`src/sv/quadrature_prescaled_position_defines.svh`:
```
// assertion macros shared by the quadrature position block
`ifndef QUADRATURE_PRESCALED_POSITION_DEFINES_SVH
`define QUADRATURE_PRESCALED_POSITION_DEFINES_SVH

`ifndef NO_ASSERTIONS
// same-cycle implication, checked on every rising clock edge
`define QPP_ASSERT_SAME(label, clk, rst, ante, cons) \
   label: assert property (@(posedge clk) disable iff (rst) (ante) |-> (cons)) \
      else $error("quadrature position check failed");
// next-cycle implication, checked on every rising clock edge
`define QPP_ASSERT_NEXT(label, clk, rst, ante, cons) \
   label: assert property (@(posedge clk) disable iff (rst) (ante) |=> (cons)) \
      else $error("quadrature position check failed");
`else
`define QPP_ASSERT_SAME(label, clk, rst, ante, cons)
`define QPP_ASSERT_NEXT(label, clk, rst, ante, cons)
`endif

`endif

```
`src/sv/qpp_pkg.sv`:
```
// types, constants and decode function for the quadrature position block
package qpp_pkg;

   // transitions that make up one position step
   localparam logic signed [4:0] TRANSITIONS_PER_STEP = 5'sd10;

   // result step event codes
   localparam logic [1:0] EV_NONE     = 2'd0;
   localparam logic [1:0] EV_FORWARD  = 2'd1;
   localparam logic [1:0] EV_BACKWARD = 2'd2;

   // request action codes
   localparam logic ACT_SAMPLE = 1'b0;
   localparam logic ACT_LOAD   = 1'b1;

   typedef enum logic [1:0] {
      TR_NONE,
      TR_FORWARD,
      TR_BACKWARD,
      TR_BAD
   } trans_type;

   // captured request beat handed to the tracking stage
   typedef struct packed {
      logic               valid;
      logic               action;
      logic               chan_a;
      logic               chan_b;
      logic signed [15:0] new_position;
   } stage_type;

   // code is {new b, new a, prev b, prev a}
   function automatic trans_type decode_transition(input logic [3:0] code);
      trans_type kind;
      unique case (code)
         4'd1, 4'd7, 4'd8, 4'd14:  kind = TR_FORWARD;
         4'd2, 4'd4, 4'd11, 4'd13: kind = TR_BACKWARD;
         4'd3, 4'd6, 4'd9, 4'd12:  kind = TR_BAD;
         default:                  kind = TR_NONE;
      endcase
      return kind;
   endfunction

endpackage

```
`src/sv/qpp_if.sv`:
```
// request and response channel interfaces
interface qpp_req_if;
   logic               valid;
   logic               ready;
   logic               action;
   logic               chan_a;
   logic               chan_b;
   logic signed [15:0] new_position;

   modport source (output valid, action, chan_a, chan_b, new_position, input ready);
   modport sink   (input valid, action, chan_a, chan_b, new_position, output ready);
endinterface

interface qpp_rsp_if;
   logic               valid;
   logic               ready;
   logic signed [15:0] position;
   logic [1:0]         step_event;
   logic               bad_transition;

   modport source (output valid, position, step_event, bad_transition, input ready);
   modport sink   (input valid, position, step_event, bad_transition, output ready);
endinterface

```
`src/sv/qpp_in_reg.sv`:
```
// input register stage for request beats
module qpp_in_reg (
   input  logic              clock,
   input  logic              reset,
   qpp_req_if.sink           req_chan,
   input  logic              advance,
   output qpp_pkg::stage_type stage
);

   logic               valid_ff,    valid_in;
   logic               action_ff,   action_in;
   logic               chan_a_ff,   chan_a_in;
   logic               chan_b_ff,   chan_b_in;
   logic signed [15:0] new_pos_ff,  new_pos_in;
   logic               take;

   // stage frees up when empty or when its beat moves on, never in reset
   assign req_chan.ready = !reset && (!valid_ff || advance);
   assign take           = req_chan.valid && req_chan.ready;

   // next values of the stage
   always_comb begin
      valid_in   = take ? 1'b1 : (advance ? 1'b0 : valid_ff);
      action_in  = take ? req_chan.action       : action_ff;
      chan_a_in  = take ? req_chan.chan_a       : chan_a_ff;
      chan_b_in  = take ? req_chan.chan_b       : chan_b_ff;
      new_pos_in = take ? req_chan.new_position : new_pos_ff;
   end

   // control flop
   always_ff @(posedge clock) begin
      if (reset) begin
         valid_ff <= 1'b0;
      end else begin
         valid_ff <= valid_in;
      end
   end

   // payload flops
   always_ff @(posedge clock) begin
      action_ff  <= action_in;
      chan_a_ff  <= chan_a_in;
      chan_b_ff  <= chan_b_in;
      new_pos_ff <= new_pos_in;
   end

   assign stage.valid        = valid_ff;
   assign stage.action       = action_ff;
   assign stage.chan_a       = chan_a_ff;
   assign stage.chan_b       = chan_b_ff;
   assign stage.new_position = new_pos_ff;

endmodule

```
`src/sv/qpp_track.sv`:
```
// decode, prescale and position tracking with the response register
module qpp_track (
   input  logic               clock,
   input  logic               reset,
   input  logic               csr_we,
   input  logic [14:0]        csr_wdata,
   input  qpp_pkg::stage_type stage,
   output logic               advance,
   qpp_rsp_if.source          rsp_chan
);

   logic [14:0]        step_ff,    step_in;
   logic               prev_a_ff,  prev_a_in;
   logic               prev_b_ff,  prev_b_in;
   logic signed [4:0]  count_ff,   count_in;
   logic signed [15:0] pos_ff,     pos_in;
   logic               rsp_valid_ff, rsp_valid_in;
   logic [1:0]         event_ff,   event_in;
   logic               bad_ff,     bad_in;
   logic               changed;
   logic signed [4:0]  count_step;
   qpp_pkg::trans_type kind;

   // a beat moves on when the response slot is free or being drained
   assign advance = stage.valid && (!rsp_valid_ff || rsp_chan.ready);

   // transition decode
   assign changed = (stage.chan_a != prev_a_ff) || (stage.chan_b != prev_b_ff);
   assign kind    = qpp_pkg::decode_transition({stage.chan_b, stage.chan_a,
                                                prev_b_ff, prev_a_ff});

   // count after this transition, before the limit test
   always_comb begin
      unique case (kind)
         qpp_pkg::TR_FORWARD:  count_step = count_ff + 5'sd1;
         qpp_pkg::TR_BACKWARD: count_step = count_ff - 5'sd1;
         default:              count_step = count_ff;
      endcase
   end

   // next state and response
   always_comb begin
      step_in      = csr_we ? csr_wdata : step_ff;
      prev_a_in    = prev_a_ff;
      prev_b_in    = prev_b_ff;
      count_in     = count_ff;
      pos_in       = pos_ff;
      event_in     = event_ff;
      bad_in       = bad_ff;
      rsp_valid_in = rsp_valid_ff && !rsp_chan.ready;
      if (advance) begin
         rsp_valid_in = 1'b1;
         event_in     = qpp_pkg::EV_NONE;
         bad_in       = 1'b0;
         priority if (stage.action == qpp_pkg::ACT_LOAD) begin
            pos_in = stage.new_position;
         end else if (changed) begin
            prev_a_in = stage.chan_a;
            prev_b_in = stage.chan_b;
            bad_in    = (kind == qpp_pkg::TR_BAD);
            priority if (count_step >= qpp_pkg::TRANSITIONS_PER_STEP) begin
               count_in = '0;
               pos_in   = pos_ff + $signed({1'b0, step_ff});
               event_in = qpp_pkg::EV_FORWARD;
            end else if (count_step <= -qpp_pkg::TRANSITIONS_PER_STEP) begin
               count_in = '0;
               pos_in   = pos_ff - $signed({1'b0, step_ff});
               event_in = qpp_pkg::EV_BACKWARD;
            end else begin
               count_in = count_step;
            end
         end else begin
            pos_in = pos_ff;
         end
      end
   end

   // state and control flops
   always_ff @(posedge clock) begin
      if (reset) begin
         step_ff      <= 15'd1;
         prev_a_ff    <= 1'b1;
         prev_b_ff    <= 1'b1;
         count_ff     <= '0;
         pos_ff       <= '0;
         rsp_valid_ff <= 1'b0;
      end else begin
         step_ff      <= step_in;
         prev_a_ff    <= prev_a_in;
         prev_b_ff    <= prev_b_in;
         count_ff     <= count_in;
         pos_ff       <= pos_in;
         rsp_valid_ff <= rsp_valid_in;
      end
   end

   // response payload flops
   always_ff @(posedge clock) begin
      event_ff <= event_in;
      bad_ff   <= bad_in;
   end

   assign rsp_chan.valid          = rsp_valid_ff;
   assign rsp_chan.position       = pos_ff;
   assign rsp_chan.step_event     = event_ff;
   assign rsp_chan.bad_transition = bad_ff;

endmodule

```
`src/sv/quadrature_prescaled_position.sv`:
```
// Quadrature position tracker with a transition prescaler, top level.
// Path: an accepted request beat passes the input register, then decode and
// update into the response register. Throughput: one beat per cycle while
// responses are taken; the update loop closes through its state registers.
// Reset: synchronous, active high; position 0, count 0, idle levels high,
// step per tick 1, both channels empty.
`include "quadrature_prescaled_position_defines.svh"

module quadrature_prescaled_position (
   input  logic        clock,
   input  logic        reset,
   qpp_req_if.sink     req_chan,
   qpp_rsp_if.source   rsp_chan,
   input  logic        csr_we,
   input  logic [14:0] csr_wdata
);

   qpp_pkg::stage_type stage;
   logic               advance;

   // input register
   qpp_in_reg u_in_reg (
      .clock    (clock),
      .reset    (reset),
      .req_chan (req_chan),
      .advance  (advance),
      .stage    (stage)
   );

   // tracking stage and response register
   qpp_track u_track (
      .clock     (clock),
      .reset     (reset),
      .csr_we    (csr_we),
      .csr_wdata (csr_wdata),
      .stage     (stage),
      .advance   (advance),
      .rsp_chan  (rsp_chan)
   );

   // a step and a double-channel jump never come together
   `QPP_ASSERT_SAME(a_step_not_bad, clock, reset,
      rsp_chan.valid && rsp_chan.bad_transition, rsp_chan.step_event == qpp_pkg::EV_NONE)

   // a load beat shows up next cycle with the loaded position and no event
   `QPP_ASSERT_NEXT(a_load_result, clock, reset,
      advance && stage.action == qpp_pkg::ACT_LOAD,
      rsp_chan.valid && rsp_chan.position == $past(stage.new_position)
         && rsp_chan.step_event == qpp_pkg::EV_NONE && !rsp_chan.bad_transition)

   // response register is empty right after reset
   `QPP_ASSERT_SAME(a_reset_empty, clock, reset, $past(reset), !rsp_chan.valid)

endmodule
```
`src/flat_wrapper.sv`:
```
// flat-port wrapper written by rule: the top's interface ports become plain ports
module quadrature_prescaled_position_flat 
  (clock, reset, csr_we, csr_wdata, req_chan_valid, req_chan_action, req_chan_chan_a, req_chan_chan_b, req_chan_new_position, req_chan_ready, rsp_chan_valid, rsp_chan_position, rsp_chan_step_event, rsp_chan_bad_transition, rsp_chan_ready);
  qpp_req_if req_chan_i ();
  qpp_rsp_if rsp_chan_i ();
  input  logic clock;
  input  logic reset;
  input  logic csr_we;
  input  logic [14:0] csr_wdata;
  input wire logic [$bits(req_chan_i.valid)-1:0] req_chan_valid;
  input wire logic [$bits(req_chan_i.action)-1:0] req_chan_action;
  input wire logic [$bits(req_chan_i.chan_a)-1:0] req_chan_chan_a;
  input wire logic [$bits(req_chan_i.chan_b)-1:0] req_chan_chan_b;
  input wire logic [$bits(req_chan_i.new_position)-1:0] req_chan_new_position;
  output wire logic [$bits(req_chan_i.ready)-1:0] req_chan_ready;
  output wire logic [$bits(rsp_chan_i.valid)-1:0] rsp_chan_valid;
  output wire logic [$bits(rsp_chan_i.position)-1:0] rsp_chan_position;
  output wire logic [$bits(rsp_chan_i.step_event)-1:0] rsp_chan_step_event;
  output wire logic [$bits(rsp_chan_i.bad_transition)-1:0] rsp_chan_bad_transition;
  input wire logic [$bits(rsp_chan_i.ready)-1:0] rsp_chan_ready;
  assign req_chan_i.valid = req_chan_valid;
  assign req_chan_i.action = req_chan_action;
  assign req_chan_i.chan_a = req_chan_chan_a;
  assign req_chan_i.chan_b = req_chan_chan_b;
  assign req_chan_i.new_position = req_chan_new_position;
  assign req_chan_ready = req_chan_i.ready;
  assign rsp_chan_valid = rsp_chan_i.valid;
  assign rsp_chan_position = rsp_chan_i.position;
  assign rsp_chan_step_event = rsp_chan_i.step_event;
  assign rsp_chan_bad_transition = rsp_chan_i.bad_transition;
  assign rsp_chan_i.ready = rsp_chan_ready;
  quadrature_prescaled_position u_core (.clock(clock), .reset(reset), .req_chan(req_chan_i), .rsp_chan(rsp_chan_i), .csr_we(csr_we), .csr_wdata(csr_wdata));
endmodule
```
`config.mk`:
```
export PLATFORM = sky130hd
export DESIGN_NAME = quadrature_prescaled_position_flat
export DESIGN_NICKNAME = d
export VERILOG_FILES = /design/src/sv/qpp_pkg.sv /design/src/sv/qpp_if.sv /design/src/sv/qpp_in_reg.sv /design/src/sv/qpp_track.sv /design/src/sv/quadrature_prescaled_position.sv /design/src/flat_wrapper.sv
export VERILOG_INCLUDE_DIRS = /design/src /design/src/sv
export SDC_FILE = /design/constraint.sdc
export NUM_CORES = 1
export LEC_CHECK = 0
export BUFFER_PORTS_ARGS = -buffer_cell sky130_fd_sc_hd__buf_4
export CORE_AREA = 8 8 107 109
export DETAILED_ROUTE_END_ITERATION = 8
export DIE_AREA = 0 0 115 117
export PLACE_DENSITY_LB_ADDON = 0.12
export SLEW_MARGIN = 20
export SYNTH_ARGS = -nofsm -noshare
export SYNTH_HDL_FRONTEND = slang
export SYNTH_SLANG_ARGS = --single-unit
```
`constraint.sdc`:
```
create_clock -name clock -period 6.7 [get_ports clock]
set_clock_uncertainty 0.2 [all_clocks]
set_input_delay 1.34 -clock clock [delete_from_list [all_inputs] [get_ports clock]]
set_output_delay 1.34 -clock clock [all_outputs]
set_load 0.02 [all_outputs]
```
==> impl_results.html, run 1 <==
<table>
<tr><th>Metric</th><th>Value</th></tr>
<tr><th colspan="2">Outcome</th></tr>
<tr><td>Outcome</td><td>finished clean</td></tr>
<tr><th colspan="2">Detailed routing</th></tr>
<tr><td>Wire length after detailed routing</td><td>slightly below 9000 um</td></tr>
<tr><td>Mean routed wirelength per cell</td><td>between 15 and 20 um</td></tr>
<tr><td>Detailed Route Iter0 Violations</td><td>roughly 110</td></tr>
<tr><td>Number of nets with antenna violations after detailed routing</td><td>0</td></tr>
<tr><td>DRC viols</td><td>0</td></tr>
<tr><td>Number of vias per cell</td><td>a little over 5</td></tr>
<tr><td>Total via count after detailed routing</td><td>about 3100</td></tr>
<tr><td>Number of detailed-routing iterations run before antenna repair</td><td>5</td></tr>
<tr><th colspan="2">STA</th></tr>
<tr><td>Final period util</td><td>90.14%</td></tr>
<tr><td>Highest Clock Rate</td><td>approximately 0.17 GHz</td></tr>
<tr><td>Slew Limit Headroom</td><td>30.17%</td></tr>
<tr><td>Final TNS setup</td><td>0 ns</td></tr>
<tr><td>Unrepaired setup endpoints after global routing</td><td>false</td></tr>
<tr><td>Total count of hold-check failures in the final report</td><td>0</td></tr>
<tr><td>Max-slew violations</td><td>0</td></tr>
<tr><td>Transition at the pin with the smallest max-transition slack</td><td>1.047 ns</td></tr>
<tr><td>Final setup viols</td><td>0</td></tr>
<tr><td>Minimum clock period after layout</td><td>6.039 ns</td></tr>
<tr><th colspan="2">Pwr</th></tr>
<tr><td>Worst-case vdd ir drop</td><td>approximately 0.00013 V</td></tr>
<tr><td>Standby leakage power</td><td>1.852 nW</td></tr>
<tr><td>Internal portion of total power</td><td>approximately 0.00074 W</td></tr>
<tr><td>Pwr Density</td><td>between 200 and 250 nW/um^2</td></tr>
<tr><td>Comb power frac</td><td>slightly below 30%</td></tr>
<tr><td>Total Power Consumption</td><td>around 0.0011 W</td></tr>
<tr><td>Fraction of power spent switching nets</td><td>a little under a third</td></tr>
<tr><td>Clock power frac</td><td>between 30% and 40%</td></tr>
<tr><td>Switching power summed over all nets</td><td>around 0.00034 W</td></tr>
<tr><td>Fraction of power consumed by sequential logic</td><td>40.0%</td></tr>
<tr><th colspan="2">Clock tree</th></tr>
<tr><td>Clock sink count</td><td>62</td></tr>
<tr><td>Inserted Clock Buffers</td><td>9</td></tr>
<tr><td>Clk pin slew, worst setup/hold paths</td><td>0.07 ns</td></tr>
<tr><td>Deepest clock path buffer count</td><td>2</td></tr>
<tr><td>Source-to-sink clock delay at the later pin of the worst-skew pair</td><td>between 0.3 and 0.4 ns</td></tr>
<tr><td>TritonCTS clock tree</td><td>built</td></tr>
<tr><td>Clk Tree Root Cell</td><td>sky130_fd_sc_hd__clkbuf_8</td></tr>
<tr><td>Clock H-tree levels</td><td>3</td></tr>
<tr><td>Number of setup buffers added after CTS</td><td>0</td></tr>
<tr><td>Number of resized instances in the post-cts repair step</td><td>0</td></tr>
<tr><td>Number of hold buffers added after CTS</td><td>0</td></tr>
<tr><th colspan="2">Logic synthesis</th></tr>
<tr><td>Sequential area share after synthesis</td><td>between 30 and 40%</td></tr>
<tr><td>Post-synthesis average cell area</td><td>roughly 9.5 um^2</td></tr>
<tr><td>Gate count after technology mapping</td><td>399</td></tr>
<tr><td>Top cells by area in the synthesized netlist</td><td>sky130_fd_sc_hd__dfxtp_1, sky130_fd_sc_hd__edfxtp_1, sky130_fd_sc_hd__ha_1</td></tr>
<tr><td>Area of the mapped netlist</td><td>about 3800 um^2</td></tr>
<tr><td>Number of warnings reported in the yosys synthesis log</td><td>0</td></tr>
<tr><td>Syn Nets</td><td>461</td></tr>
<tr><td>Yosys top cell by area</td><td>sky130_fd_sc_hd__dfxtp_1</td></tr>
<tr><td>Number of flip-flops and latches in the synthesized netlist</td><td>62</td></tr>
<tr><td>Top cells by instance count after synthesis</td><td>sky130_fd_sc_hd__nor2_1, sky130_fd_sc_hd__dfxtp_1, sky130_fd_sc_hd__nand2_1</td></tr>
<tr><td>Count leader, synth</td><td>sky130_fd_sc_hd__nor2_1</td></tr>
<tr><td>Primary FF master, synth</td><td>sky130_fd_sc_hd__dfxtp_1</td></tr>
<tr><td>Proportion of synthesized flip-flops having asynchronous set or reset</td><td>0%</td></tr>
<tr><td>Post-synth EDFFs</td><td>22</td></tr>
<tr><td>Share of the synthesized area in the top cell type</td><td>a little over a fifth</td></tr>
<tr><td>Cell variety after synth</td><td>a little under 60</td></tr>
<tr><th colspan="2">Worst hold path</th></tr>
<tr><td>Type of the most critical hold path</td><td>register to register</td></tr>
<tr><th colspan="2">Layout</th></tr>
<tr><td>Antenna diode count</td><td>0</td></tr>
<tr><td>Fill cell instance count of the final layout</td><td>1013</td></tr>
<tr><td>Combined flip-flop and latch cell area</td><td>approximately 1500 um^2</td></tr>
<tr><td>Fraction of layout cells with a size suffix above 1</td><td>21.01%</td></tr>
<tr><td>Footprint of the multi-input gates</td><td>about 2200 um^2</td></tr>
<tr><td>Net count of the finished layout</td><td>between 500 and 600</td></tr>
<tr><td>Synthesis-to-layout area growth</td><td>18.71%</td></tr>
<tr><th colspan="2">Critical path</th></tr>
<tr><td>Cell type group with the largest total delay on the critical path</td><td>compound AO/OA/AOI/OAI gates</td></tr>
<tr><td>Reg2Reg Setup Slack</td><td>~0.66 ns</td></tr>
<tr><td>Standard cell with the maximum stage delay on the critical path</td><td>sky130_fd_sc_hd__a2111oi_0</td></tr>
<tr><td>Most frequent cell on the critical path</td><td>sky130_fd_sc_hd__ha_1</td></tr>
<tr><td>Setup crit start kind</td><td>register</td></tr>
<tr><td>Biggest cell delay along the critical path</td><td>approximately 0.49 ns</td></tr>
<tr><td>Setup crit end</td><td>u_core.u_track.rsp_chan.position[15]</td></tr>
<tr><td>Depth of the worst register-to-register path</td><td>20</td></tr>
<tr><td>Critical path cell sequence</td><td>and2_1, o31a_1, ha_1, xor2_1, ha_1, a21oi_1, mux2i_1, mux2i_1, and3_1, nand2b_1, o21ai_0, ha_1, a211oi_1, o211ai_1, a2111oi_0, nor3_1, a31oi_1, o21ai_0, xnor2_1, o41ai_1</td></tr>
<tr><td>Maximum fanout along the worst path</td><td>16</td></tr>
<tr><td>Arr. time, crit path</td><td>roughly 6.1 ns</td></tr>
<tr><td>Endpoint class of the critical path</td><td>register</td></tr>
<tr><td>Crit path from</td><td>u_core.u_in_reg.chan_a_ff</td></tr>
<tr><td>Required @ worst endpoint</td><td>between 6 and 7 ns</td></tr>
<tr><td>Capture instance of the worst register-to-register path</td><td>u_core.u_track.rsp_chan.position[15]</td></tr>
<tr><td>R2r startpoint</td><td>u_core.u_in_reg.chan_a_ff</td></tr>
<tr><td>Number of stages on the worst setup path</td><td>20</td></tr>
<tr><td>Start-to-end type of the worst setup path</td><td>register to register</td></tr>
<tr><td>Count of buffer and inverter cells on the critical path</td><td>0</td></tr>
<tr><th colspan="2">Floorplanning</th></tr>
<tr><td>Die outline area</td><td>around 13000 um^2</td></tr>
<tr><td>Starting density of the core</td><td>a little under two fifths</td></tr>
<tr><td>Std-Cell Rows</td><td>37</td></tr>
<tr><td>Core ar.</td><td>9907 um^2</td></tr>
<tr><td>Die outline height</td><td>roughly 120 um</td></tr>
<tr><td>Boundary pin count</td><td>60</td></tr>
<tr><td>Die width</td><td>115 um</td></tr>
<tr><th colspan="2">Global routing</th></tr>
<tr><td>GRT Overall Usage</td><td>13.79%</td></tr>
<tr><td>Via count of the first global-routing pass</td><td>roughly 3000</td></tr>
<tr><td>Number of antenna violations at the first check in global routing</td><td>0</td></tr>
<tr><td>Wire length of the first global-routing pass</td><td>about 15000 um</td></tr>
<tr><td>GRT Residual Overflow</td><td>0</td></tr>
<tr><td>Largest net degree at the start of global routing</td><td>39</td></tr>
<tr><th colspan="2">Place</th></tr>
<tr><td>I/O Buffers</td><td>between 50 and 60</td></tr>
<tr><td>HPWL after detailed placement</td><td>approximately 6600 um</td></tr>
<tr><td>Weighted congestion reported at the end of routability-driven placement</td><td>between 0.8 and 0.9</td></tr>
<tr><th colspan="2">Job</th></tr>
<tr><td>Maximum Capacitance Violations</td><td>0</td></tr>
</table>
[layout by cell type, fill, tap and decap left out, types with 5 or more instances in the layout]
master,count
sky130_fd_sc_hd__nor2_2,6
sky130_fd_sc_hd__nand2_1,31
sky130_fd_sc_hd__a31oi_1,6
sky130_fd_sc_hd__nor2b_1,8
sky130_fd_sc_hd__edfxtp_1,22
sky130_fd_sc_hd__a211oi_2,6
sky130_fd_sc_hd__nand3_1,7
sky130_fd_sc_hd__and3_1,5
sky130_fd_sc_hd__a211oi_1,6
sky130_fd_sc_hd__ha_1,22
sky130_fd_sc_hd__dfxtp_1,40
sky130_fd_sc_hd__mux2i_1,21
sky130_fd_sc_hd__nor2_1,45
sky130_fd_sc_hd__o21ai_0,15
sky130_fd_sc_hd__buf_4,61
sky130_fd_sc_hd__a21oi_1,27
sky130_fd_sc_hd__xnor2_1,20
sky130_fd_sc_hd__xor2_1,9
sky130_fd_sc_hd__o211ai_1,7
sky130_fd_sc_hd__nor3_1,9
sky130_fd_sc_hd__a21o_1,6
sky130_fd_sc_hd__clkbuf_8,10
sky130_fd_sc_hd__inv_1,9
[worst register-to-register path, stage by stage, from the launching register on]
cell and delay, ns:
sky130_fd_sc_hd__edfxtp_1 0.42, sky130_fd_sc_hd__and2_1 0.19, sky130_fd_sc_hd__o31a_1 0.31, sky130_fd_sc_hd__ha_1 0.32, sky130_fd_sc_hd__xor2_1 0.18, sky130_fd_sc_hd__ha_1 0.25, sky130_fd_sc_hd__a21oi_1 0.16, sky130_fd_sc_hd__mux2i_1 0.41
sky130_fd_sc_hd__mux2i_1 0.27, sky130_fd_sc_hd__and3_1 0.23, sky130_fd_sc_hd__nand2b_1 0.32, sky130_fd_sc_hd__o21ai_0 0.43, sky130_fd_sc_hd__ha_1 0.31, sky130_fd_sc_hd__a211oi_1 0.25, sky130_fd_sc_hd__o211ai_1 0.19, sky130_fd_sc_hd__a2111oi_0 0.49
sky130_fd_sc_hd__nor3_1 0.16, sky130_fd_sc_hd__a31oi_1 0.27, sky130_fd_sc_hd__o21ai_0 0.16, sky130_fd_sc_hd__xnor2_1 0.14, sky130_fd_sc_hd__o41ai_1 0.30
[registers in the layout, summed over array words and instances, names as in the netlist]
register / cells
u_core.u_in_reg.action_ff: 1
u_core.u_in_reg.chan_a_ff: 1
u_core.u_in_reg.chan_b_ff: 1
u_core.u_in_reg.new_pos_ff: 16
u_core.u_in_reg.valid_ff: 1
u_core.u_track.count_ff: 5
u_core.u_track.prev_a_ff: 1
u_core.u_track.prev_b_ff: 1
u_core.u_track.rsp_chan.bad_transition: 1
u_core.u_track.rsp_chan.position: 16
u_core.u_track.rsp_chan.step_event: 2
u_core.u_track.rsp_chan.valid: 1
u_core.u_track.step_ff: 15
[logic make-up (layout without fill, tap and decap cells)]
kind of cell	after synthesis	count (layout)	share of synthesized area, %
AOI/OAI and AO/OA	98	98	19.11
adders and majority gates	23	23	7.830
muxes	21	21	5.574
xor gates and xnor gates	29	29	6.735
DFF	62	62	38.75
buffers and inverters	29	87	4.048
and+or+nand+nor	137	137	17.95
[area by class of cell]
type	count	area share (%)
Tap cell	136	3.801
Clock buffer	12	3.242
Timing Repair Buffer	61	10.23
Sequential cell	62	32.64
Inverter	10	0.8385
Clock inverter	4	1.062
Multi-Input combinational cell	308	48.18
[layer usage]
| metal | share of wire (%) | GRT usage (%) | wire length [um] | up-vias |
|---|---|---|---|---|
| met5 | 0 | 0 | 0 | - |
| met4 | 1.5 | 5.604 | 136 | 0 |
| met3 | 3.1 | 3.181 | 275 | 14 |
| met2 | 51 | 24.47 | 4496 | 44 |
| met1 | 45 | 15.71 | 3993 | 1433 |
| li1 | - | - | - | 1566 |
[through the flow]
step	cell area, um^2	setup slack, ns	hold slack [ns]	utilization, %	std cells
CTS	4477	0.6943	0.3157	45.19	593
detailed placement	4284	0.7363	0.3044	43.24	577
floorplan	3771	1.380	0.2782	-	399
global placement	4284	0.9414	0.3044	43.24	577
global route	4477	0.1435	0.3534	45.19	593
finish	4477	0.6607	0.3110	45.19	593
[power groups by stage]
stage | Sequential, W | Clock, W | Combinational (W)
6_report | 0.000433 | 0.000327 | 0.000323
5_1_grt | 0.000436 | 0.000355 | 0.000361
4_1_cts | 0.000433 | 0.000338 | 0.000326
3_5_place_dp | 0.000442 | 0 | 0.000323
3_3_place_gp | 0.000441 | 0 | 0.000323
2_1_floorplan | 0.000447 | 0 | 0.000238
[how the worst min path moves through the flow]
stage | start | to | slack, ns | depth (start not counted)
floorplan | u_core.u_in_reg.valid_ff | u_core.u_track.rsp_chan.valid | 0.28 | 2
global route | u_core.u_in_reg.valid_ff | u_core.u_track.rsp_chan.valid | 0.35 | 2
CTS | u_core.u_in_reg.valid_ff | u_core.u_track.rsp_chan.valid | 0.32 | 2
finish | u_core.u_in_reg.valid_ff | u_core.u_track.rsp_chan.valid | 0.31 | 2
global placement | u_core.u_in_reg.valid_ff | u_core.u_track.rsp_chan.valid | 0.30 | 2
detailed placement | u_core.u_in_reg.valid_ff | u_core.u_track.rsp_chan.valid | 0.30 | 2
Note: power is estimated with default switching activity, not from simulation.
==> run 2, diff against run 1 <==
--- a/config.mk
+++ b/config.mk
@@ -11,6 +11,7 @@
 export DETAILED_ROUTE_END_ITERATION = 8
 export DIE_AREA = 0 0 115 117
 export PLACE_DENSITY_LB_ADDON = 0.12
+export RECOVER_POWER = 25
 export SLEW_MARGIN = 20
 export SYNTH_ARGS = -nofsm -noshare
 export SYNTH_HDL_FRONTEND = slang
==> run 2 against run 1 <==
Compared with the run above:
- the flow now finishes with violations (capacitance limit, slew limit)
- core utilization is essentially flat
- via count grew 0.49%
- design area is essentially flat
- count of clock-buffer cells in the layout is the same
- global-route usage is the same
- sequential share of layout area is essentially flat
- largest cell class unchanged
==> impl_results.html, run 2 (synthesized netlist as in run 1, its figures left out) <==
<table>
<tr><th>Metric</th><th>Value</th></tr>
<tr><th colspan="2">Outcome</th></tr>
<tr><td>Outcome</td><td>complete, but fails checks</td></tr>
<tr><td>Violated checks</td><td>capacitance limit, slew limit</td></tr>
<tr><th colspan="2">Floorplanning</th></tr>
<tr><td>Die width</td><td>115 um (unchanged)</td></tr>
<tr><td>Die outline area</td><td>13460 um^2 (unchanged)</td></tr>
<tr><td>Boundary pin count</td><td>60 (unchanged)</td></tr>
<tr><td>Std-Cell Rows</td><td>37 (unchanged)</td></tr>
<tr><td>Starting density of the core</td><td>38.07% (unchanged)</td></tr>
<tr><td>Die outline height</td><td>117 um (unchanged)</td></tr>
<tr><td>Core ar.</td><td>9907 um^2 (unchanged)</td></tr>
<tr><th colspan="2">Clock tree</th></tr>
<tr><td>Number of hold buffers added after CTS</td><td>0 (unchanged)</td></tr>
<tr><td>Deepest clock path buffer count</td><td>2 (unchanged)</td></tr>
<tr><td>Clk pin slew, worst setup/hold paths</td><td>0.07 ns (about the same)</td></tr>
<tr><td>Number of resized instances in the post-cts repair step</td><td>0 (unchanged)</td></tr>
<tr><td>Source-to-sink clock delay at the later pin of the worst-skew pair</td><td>0.34 ns (about the same)</td></tr>
<tr><td>Clock H-tree levels</td><td>3 (unchanged)</td></tr>
<tr><td>Inserted Clock Buffers</td><td>9 (unchanged)</td></tr>
<tr><td>Clock sink count</td><td>62 (unchanged)</td></tr>
<tr><td>Number of setup buffers added after CTS</td><td>0 (unchanged)</td></tr>
<tr><td>Clk Tree Root Cell</td><td>sky130_fd_sc_hd__clkbuf_8</td></tr>
<tr><td>TritonCTS clock tree</td><td>built</td></tr>
<tr><th colspan="2">Layout</th></tr>
<tr><td>Synthesis-to-layout area growth</td><td>18.61% (about the same)</td></tr>
<tr><td>Antenna diode count</td><td>0 (unchanged)</td></tr>
<tr><td>Most common cell after layout, fill and taps aside</td><td>sky130_fd_sc_hd__nor2_1</td></tr>
<tr><td>Combined flip-flop and latch cell area</td><td>1461 um^2 (unchanged)</td></tr>
<tr><td>Fill cell instance count of the final layout</td><td>1014 (+0.099%)</td></tr>
<tr><td>Fraction of layout cells with a size suffix above 1</td><td>20.79% (-0.22 points)</td></tr>
<tr><td>Most frequent cells in the layout</td><td>sky130_fd_sc_hd__nor2_1, sky130_fd_sc_hd__buf_4, sky130_fd_sc_hd__dfxtp_1, sky130_fd_sc_hd__nand2_1, sky130_fd_sc_hd__a21oi_1</td></tr>
<tr><td>Net count of the finished layout</td><td>514 (unchanged)</td></tr>
<tr><td>Footprint of the multi-input gates</td><td>2157 um^2 (unchanged)</td></tr>
<tr><th colspan="2">STA</th></tr>
<tr><td>Slew Limit Headroom</td><td>-39.36% (-70 points)</td></tr>
<tr><td>Highest Clock Rate</td><td>0.1661 GHz (+0.29%)</td></tr>
<tr><td>Total count of hold-check failures in the final report</td><td>0 (unchanged)</td></tr>
<tr><td>Unrepaired setup endpoints after global routing</td><td>false</td></tr>
<tr><td>Final TNS setup</td><td>0 ns (unchanged)</td></tr>
<tr><td>Final period util</td><td>89.88% (-0.26 points)</td></tr>
<tr><td>Max-slew violations</td><td>39 (+39)</td></tr>
<tr><td>Setup ws final</td><td>0.6783 ns (+0.01764 ns)</td></tr>
<tr><td>Final setup viols</td><td>0 (unchanged)</td></tr>
<tr><td>Transition at the pin with the smallest max-transition slack</td><td>2.090 ns (+1.043 ns)</td></tr>
<tr><td>Minimum clock period after layout</td><td>6.022 ns (-0.01764 ns)</td></tr>
<tr><th colspan="2">Critical path</th></tr>
<tr><td>Required @ worst endpoint</td><td>6.73 ns (about the same)</td></tr>
<tr><td>Standard cell with the maximum stage delay on the critical path</td><td>sky130_fd_sc_hd__a2111oi_0</td></tr>
<tr><td>Critical path cell sequence</td><td>and2_1, o31a_1, ha_1, xor2_1, ha_1, a21oi_1, mux2i_1, mux2i_1, and3_1, nand2b_1, o21ai_0, ha_1, a211oi_1, o211ai_1, a2111oi_0, nor3_1, a31oi_1, o21ai_0, xnor2_1, o41ai_1</td></tr>
<tr><td>Setup crit start kind</td><td>register</td></tr>
<tr><td>Maximum fanout along the worst path</td><td>16 (unchanged)</td></tr>
<tr><td>Biggest cell delay along the critical path</td><td>0.46 ns (-0.03 ns)</td></tr>
<tr><td>Endpoint class of the critical path</td><td>register</td></tr>
<tr><td>Arr. time, crit path</td><td>6.05 ns (-0.03 ns)</td></tr>
<tr><td>Most frequent cell on the critical path</td><td>sky130_fd_sc_hd__ha_1</td></tr>
<tr><td>Start-to-end type of the worst setup path</td><td>register to register</td></tr>
<tr><th colspan="2">Worst hold path</th></tr>
<tr><td>Type of the most critical hold path</td><td>register to register</td></tr>
<tr><th colspan="2">Place</th></tr>
<tr><td>Worst slack at placement</td><td>0.7363 ns (unchanged)</td></tr>
<tr><td>Weighted congestion reported at the end of routability-driven placement</td><td>0.8267 (unchanged)</td></tr>
<tr><td>I/O Buffers</td><td>59 (unchanged)</td></tr>
<tr><td>HPWL after detailed placement</td><td>6638 um (unchanged)</td></tr>
<tr><th colspan="2">Pwr</th></tr>
<tr><td>Fraction of power spent switching nets</td><td>31.78% (about the same)</td></tr>
<tr><td>Clock power frac</td><td>30.2% (about the same)</td></tr>
<tr><td>Standby leakage power</td><td>1.845 nW (-0.40%)</td></tr>
<tr><td>Comb power frac</td><td>29.8% (about the same)</td></tr>
<tr><td>Switching power summed over all nets</td><td>0.0003440 W (about the same)</td></tr>
<tr><td>Total Power Consumption</td><td>0.001083 W (about the same)</td></tr>
<tr><td>Worst-case vdd ir drop</td><td>0.0001285 V (about the same)</td></tr>
<tr><td>Fraction of power consumed by sequential logic</td><td>40.0% (about the same)</td></tr>
<tr><td>Pwr Density</td><td>242.0 nW/um^2 (about the same)</td></tr>
<tr><td>Internal portion of total power</td><td>0.0007386 W (about the same)</td></tr>
<tr><th colspan="2">Detailed routing</th></tr>
<tr><td>Number of nets with antenna violations after detailed routing</td><td>0 (unchanged)</td></tr>
<tr><td>Mean routed wirelength per cell</td><td>15.00 um (about the same)</td></tr>
<tr><td>Total via count after detailed routing</td><td>3072 (+0.49%)</td></tr>
<tr><td>Detailed Route Iter0 Violations</td><td>108 (-5.3%)</td></tr>
<tr><td>Number of vias per cell</td><td>5.180 (+0.49%)</td></tr>
<tr><td>Wire length after detailed routing</td><td>8893 um (about the same)</td></tr>
<tr><td>Number of detailed-routing iterations run before antenna repair</td><td>6 (+1)</td></tr>
<tr><td>DRC viols</td><td>0 (unchanged)</td></tr>
<tr><th colspan="2">Global routing</th></tr>
<tr><td>Number of antenna violations at the first check in global routing</td><td>0 (unchanged)</td></tr>
<tr><td>GRT Overall Usage</td><td>13.79% (unchanged)</td></tr>
<tr><td>Wire length of the first global-routing pass</td><td>14520 um (unchanged)</td></tr>
<tr><td>Largest net degree at the start of global routing</td><td>39 (unchanged)</td></tr>
<tr><td>Via count of the first global-routing pass</td><td>3012 (unchanged)</td></tr>
<tr><td>GRT Residual Overflow</td><td>0 (unchanged)</td></tr>
<tr><th colspan="2">Job</th></tr>
<tr><td>Maximum Capacitance Violations</td><td>1 (+1)</td></tr>
</table>
run 2: cell types whose count changed in the layout (fill, tap and decap cells not counted), sizes merged:
cell,change
clkbuf,+20
buf,-20
run 2: power by group through the flow:
stage	combinational [W]	sequential, W	clock (W)
after floorplan	0.000238	0.000447	0
after global placement	0.000323	0.000441	0
after detailed placement	0.000323	0.000442	0
after CTS	0.000326	0.000433	0.000338
after global routing	0.000361	0.000436	0.000355
final	0.000322	0.000433	0.000327
run 2: layout make-up:
type	instances	share of cell area [%]
flip-flops and latches	62	32.67
clock buffers	12	3.245
multi-input cells	308	48.22
well taps	136	3.804
repair buffers	61	10.15
clock inverters	4	1.063
inverters	10	0.8392
run 2: stage by stage:
step	area, um^2	util, %	hold WS [ns]	cells
after floorplan	3771	-	0.2782	399
after global placement	4284	43.24	0.3044	577
after detailed placement	4284	43.24	0.3044	577
after CTS	4477	45.19	0.3157	593
after global routing	4473	45.15	0.3534	593
final	4473	45.15	0.3110	593
run 2: critical path, delay by kind of cell, from the launching register on:
family,cells,cell delay (ns)
compound gates,9,2.52
xor+xnor,2,0.32
fa+ha+maj,3,0.88
flops,1,0.42
mux,2,0.68
simple gates,4,0.89
run 2: metal layers:
| layer | part of all wire (%) | global-route usage (%) |
|---|---|---|
| met1 | 45 | 15.71 |
| met5 | 0 | 0 |
| met2 | 51 | 24.47 |
| met4 | 1.5 | 5.604 |
| met3 | 3.2 | 3.181 |
run 2: worst paths after layout:
check | slack, ns | depth (start not counted) | from | end
min reg2reg | 0.31 | 2 | u_core.u_in_reg.valid_ff | u_core.u_track.rsp_chan.valid
max reg2reg | 0.68 | 20 | u_core.u_in_reg.chan_a_ff | u_core.u_track.rsp_chan.position[15]
min | 0.31 | 2 | u_core.u_in_reg.valid_ff | u_core.u_track.rsp_chan.valid
max | 0.68 | 20 | u_core.u_in_reg.chan_a_ff | u_core.u_track.rsp_chan.position[15]
==> run 3, diff against run 2 <==
--- a/config.mk
+++ b/config.mk
@@ -7,9 +7,9 @@
 export NUM_CORES = 1
 export LEC_CHECK = 0
 export BUFFER_PORTS_ARGS = -buffer_cell sky130_fd_sc_hd__buf_4
-export CORE_AREA = 8 8 107 109
+export CORE_AREA = 8 8 96 98
 export DETAILED_ROUTE_END_ITERATION = 8
-export DIE_AREA = 0 0 115 117
+export DIE_AREA = 0 0 104 106
 export PLACE_DENSITY_LB_ADDON = 0.12
 export RECOVER_POWER = 25
 export SLEW_MARGIN = 20
==> run 3 against run 2 <==
Compared with the run above:
- the flow still finishes with violations (capacitance limit, slew limit)
- die area shrank 18%
- non-clock buffer count shrank 1
- design area shrank 1.2%
- critical path type unchanged
- critical endpoint unchanged
==> impl_results.html, run 3 (synthesized netlist as in run 1, its figures left out) <==
<table>
<tr><th>Metric</th><th>Value</th></tr>
<tr><th colspan="2">Outcome</th></tr>
<tr><td>Outcome</td><td>complete, but fails checks</td></tr>
<tr><td>Violated checks</td><td>capacitance limit, slew limit</td></tr>
<tr><th colspan="2">Floorplanning</th></tr>
<tr><td>Starting density of the core</td><td>48.07% (+10 points)</td></tr>
<tr><td>Boundary pin count</td><td>60 (unchanged)</td></tr>
<tr><td>Die outline height</td><td>106 um (-9.4%)</td></tr>
<tr><td>Die outline area</td><td>11020 um^2 (-18%)</td></tr>
<tr><td>Std-Cell Rows</td><td>33 (-11%)</td></tr>
<tr><td>Core ar.</td><td>7845 um^2 (-21%)</td></tr>
<tr><td>Die width</td><td>104 um (-9.6%)</td></tr>
<tr><th colspan="2">Detailed routing</th></tr>
<tr><td>Total via count after detailed routing</td><td>3068 (-0.13%)</td></tr>
<tr><td>Wire length after detailed routing</td><td>8484 um (-4.6%)</td></tr>
<tr><td>Number of vias per cell</td><td>5.469 (+5.6%)</td></tr>
<tr><td>DRC viols</td><td>0 (unchanged)</td></tr>
<tr><td>Number of detailed-routing iterations run before antenna repair</td><td>4 (-2)</td></tr>
<tr><td>Detailed Route Iter0 Violations</td><td>139 (+29%)</td></tr>
<tr><td>Mean routed wirelength per cell</td><td>15.12 um (+0.84%)</td></tr>
<tr><td>Number of nets with antenna violations after detailed routing</td><td>0 (unchanged)</td></tr>
<tr><th colspan="2">Clock tree</th></tr>
<tr><td>Clk pin slew, worst setup/hold paths</td><td>0.07 ns (about the same)</td></tr>
<tr><td>Number of resized instances in the post-cts repair step</td><td>0 (unchanged)</td></tr>
<tr><td>Number of hold buffers added after CTS</td><td>0 (unchanged)</td></tr>
<tr><td>Clock sink count</td><td>62 (unchanged)</td></tr>
<tr><td>Deepest clock path buffer count</td><td>2 (unchanged)</td></tr>
<tr><td>TritonCTS clock tree</td><td>built</td></tr>
<tr><td>Clock H-tree levels</td><td>3 (unchanged)</td></tr>
<tr><td>Clk Tree Root Cell</td><td>sky130_fd_sc_hd__clkbuf_8</td></tr>
<tr><td>Inserted Clock Buffers</td><td>9 (unchanged)</td></tr>
<tr><td>Source-to-sink clock delay at the later pin of the worst-skew pair</td><td>0.34 ns (about the same)</td></tr>
<tr><td>Number of setup buffers added after CTS</td><td>0 (unchanged)</td></tr>
<tr><th colspan="2">Critical path</th></tr>
<tr><td>Setup crit start kind</td><td>register</td></tr>
<tr><td>Reg2Reg Setup Slack</td><td>0.82 ns (+0.14 ns)</td></tr>
<tr><td>Endpoint class of the critical path</td><td>register</td></tr>
<tr><td>Capture instance of the worst register-to-register path</td><td>u_core.u_track.rsp_chan.position[15]</td></tr>
<tr><td>Maximum fanout along the worst path</td><td>16 (unchanged)</td></tr>
<tr><td>R2r startpoint</td><td>u_core.u_track.prev_a_ff</td></tr>
<tr><td>Start-to-end type of the worst setup path</td><td>register to register</td></tr>
<tr><td>Depth of the worst register-to-register path</td><td>21 (+5.0%)</td></tr>
<tr><td>Crit path from</td><td>u_core.u_track.prev_a_ff</td></tr>
<tr><td>Arr. time, crit path</td><td>5.91 ns (-0.14 ns)</td></tr>
<tr><td>Required @ worst endpoint</td><td>6.73 ns (about the same)</td></tr>
<tr><td>Setup crit end</td><td>u_core.u_track.rsp_chan.position[15]</td></tr>
<tr><th colspan="2">Global routing</th></tr>
<tr><td>Via count of the first global-routing pass</td><td>3119 (+3.6%)</td></tr>
<tr><td>Met3 layer usage reported by global route</td><td>4.900% (+1.7 points)</td></tr>
<tr><td>Number of antenna violations at the first check in global routing</td><td>0 (unchanged)</td></tr>
<tr><td>GRT Overall Usage</td><td>16.07% (+2.3 points)</td></tr>
<tr><td>Met2 Track Usage GR</td><td>28.23% (+3.8 points)</td></tr>
<tr><td>Global-route layer with the greatest usage</td><td>met2</td></tr>
<tr><td>Met1 Track Usage GR</td><td>18.18% (+2.5 points)</td></tr>
<tr><td>Wire length of the first global-routing pass</td><td>14630 um (+0.72%)</td></tr>
<tr><td>Largest net degree at the start of global routing</td><td>39 (unchanged)</td></tr>
<tr><td>GRT Residual Overflow</td><td>0 (unchanged)</td></tr>
<tr><th colspan="2">Place</th></tr>
<tr><td>Weighted congestion reported at the end of routability-driven placement</td><td>0.8381 (+1.4%)</td></tr>
<tr><td>HPWL after detailed placement</td><td>6376 um (-4.0%)</td></tr>
<tr><td>Worst slack at placement</td><td>0.7597 ns (+0.02338 ns)</td></tr>
<tr><td>I/O Buffers</td><td>59 (unchanged)</td></tr>
<tr><th colspan="2">Job</th></tr>
<tr><td>Maximum Capacitance Violations</td><td>1 (unchanged)</td></tr>
<tr><th colspan="2">STA</th></tr>
<tr><td>Minimum clock period after layout</td><td>5.879 ns (-0.1424 ns)</td></tr>
<tr><td>Total count of hold-check failures in the final report</td><td>0 (unchanged)</td></tr>
<tr><td>Unrepaired setup endpoints after global routing</td><td>false</td></tr>
<tr><td>Transition at the pin with the smallest max-transition slack</td><td>1.992 ns (-0.09795 ns)</td></tr>
<tr><td>Final period util</td><td>87.75% (-2.1 points)</td></tr>
<tr><td>Slew Limit Headroom</td><td>-32.83% (+6.5 points)</td></tr>
<tr><td>Final setup viols</td><td>0 (unchanged)</td></tr>
<tr><td>Hold slack</td><td>0.3315 ns (+0.02057 ns)</td></tr>
<tr><td>Final TNS setup</td><td>0 ns (unchanged)</td></tr>
<tr><td>Max-slew violations</td><td>39 (unchanged)</td></tr>
<tr><td>Highest Clock Rate</td><td>0.1701 GHz (+2.4%)</td></tr>
<tr><td>Setup ws final</td><td>0.8208 ns (+0.1424 ns)</td></tr>
<tr><th colspan="2">Layout</th></tr>
<tr><td>Fraction of layout cells with a size suffix above 1</td><td>20.39% (-0.39 points)</td></tr>
<tr><td>Fin util</td><td>56.33% (+11 points)</td></tr>
<tr><td>Footprint of the multi-input gates</td><td>2160 um^2 (+0.12%)</td></tr>
<tr><td>Most frequent cells in the layout</td><td>sky130_fd_sc_hd__nor2_1, sky130_fd_sc_hd__buf_4, sky130_fd_sc_hd__dfxtp_1, sky130_fd_sc_hd__nand2_1, sky130_fd_sc_hd__a21oi_1</td></tr>
<tr><td>Antenna diode count</td><td>0 (unchanged)</td></tr>
<tr><td>Net count of the finished layout</td><td>513 (-0.19%)</td></tr>
<tr><td>Combined flip-flop and latch cell area</td><td>1461 um^2 (unchanged)</td></tr>
<tr><td>Synthesis-to-layout area growth</td><td>17.19%</td></tr>
<tr><td>Most common cell after layout, fill and taps aside</td><td>sky130_fd_sc_hd__nor2_1</td></tr>
<tr><td>Fill cell instance count of the final layout</td><td>745 (-27%)</td></tr>
<tr><th colspan="2">Pwr</th></tr>
<tr><td>Worst-case vdd ir drop</td><td>0.0001827 V (+42%)</td></tr>
<tr><td>Standby leakage power</td><td>1.836 nW (-0.45%)</td></tr>
<tr><td>Pwr Density</td><td>241.1 nW/um^2 (-0.39%)</td></tr>
<tr><th colspan="2">Worst hold path</th></tr>
<tr><td>Type of the most critical hold path</td><td>register to register</td></tr>
</table>
==> run 3: cell types whose count changed in the layout (fill, tap and decap cells not counted), sizes merged <==
cell and delta:
buf -1, bufinv -1, clkbuf +1, clkinvlp -1, inv +1
==> run 3: where the power goes <==
group          switching, W  internal (W)  leakage (nW)
clock network      0.000146      0.000166        0.0989
registers         0.0000219      0.000412         0.535
logic              0.000174      0.000145          1.20
==> run 3: routing by layer <==
layer | vias up | wire length (um)
met3 | 9 | 323
met2 | 46 | 4360
li1 | 1567 | -
met1 | 1446 | 3674
met4 | 0 | 125
met5 | - | 0
==> run 3: how the worst min path moves through the flow <==
stage / start / endpoint / slack [ns] / cells after the start
global placement: u_core.u_in_reg.valid_ff / u_core.u_in_reg.valid_ff / 0.31 / 2
CTS: u_core.u_track.rsp_chan.position[0] / u_core.u_track.rsp_chan.position[0] / 0.34 / 2
finish: u_core.u_track.rsp_chan.position[0] / u_core.u_track.rsp_chan.position[0] / 0.33 / 2
floorplan: u_core.u_in_reg.valid_ff / u_core.u_track.rsp_chan.valid / 0.28 / 2
global route: u_core.u_track.count_ff[4] / u_core.u_track.count_ff[4] / 0.35 / 2
detailed placement: u_core.u_track.rsp_chan.position[0] / u_core.u_track.rsp_chan.position[0] / 0.32 / 2
==> run 3: metrics by stage <==
step                std cells  power (W)  area (um^2)
floorplan                 399  0.0006849         3771
global placement          545  0.0007609         4238
detailed placement        545  0.0007625         4238
CTS                       561   0.001077         4424
global route              561   0.001136         4419
finish                    561   0.001065         4419
==> run 3: critical path, stage by stage (launching register included) <==
cell                        delay, ns
sky130_fd_sc_hd__dfxtp_1         0.41
sky130_fd_sc_hd__nor2_1          0.10
sky130_fd_sc_hd__o31ai_1         0.45
sky130_fd_sc_hd__ha_2            0.39
sky130_fd_sc_hd__xor2_1          0.10
sky130_fd_sc_hd__ha_1            0.24
sky130_fd_sc_hd__a21oi_1         0.16
sky130_fd_sc_hd__mux2i_1         0.41
sky130_fd_sc_hd__mux2i_1         0.27
sky130_fd_sc_hd__and3_1          0.22
sky130_fd_sc_hd__nand2b_1        0.32
sky130_fd_sc_hd__nor2b_1         0.27
sky130_fd_sc_hd__xor2_1          0.14
sky130_fd_sc_hd__ha_1            0.24
sky130_fd_sc_hd__a211oi_1        0.28
sky130_fd_sc_hd__o211ai_1        0.18
sky130_fd_sc_hd__a2111oi_0       0.41
sky130_fd_sc_hd__nor3_1          0.15
sky130_fd_sc_hd__a31oi_1         0.25
sky130_fd_sc_hd__o21ai_0         0.15
sky130_fd_sc_hd__xnor2_1         0.14
sky130_fd_sc_hd__o41ai_1         0.28
==> run 3: area by class of cell <==
type | count | area share, %
Multi-Input combinational cell | 308 | 48.87
Sequential cell | 62 | 33.07
Timing Repair Buffer | 60 | 10.02
Clock buffer | 13 | 3.851
Tap cell | 105 | 2.973
Inverter | 10 | 0.8494
Clock inverter | 3 | 0.3681
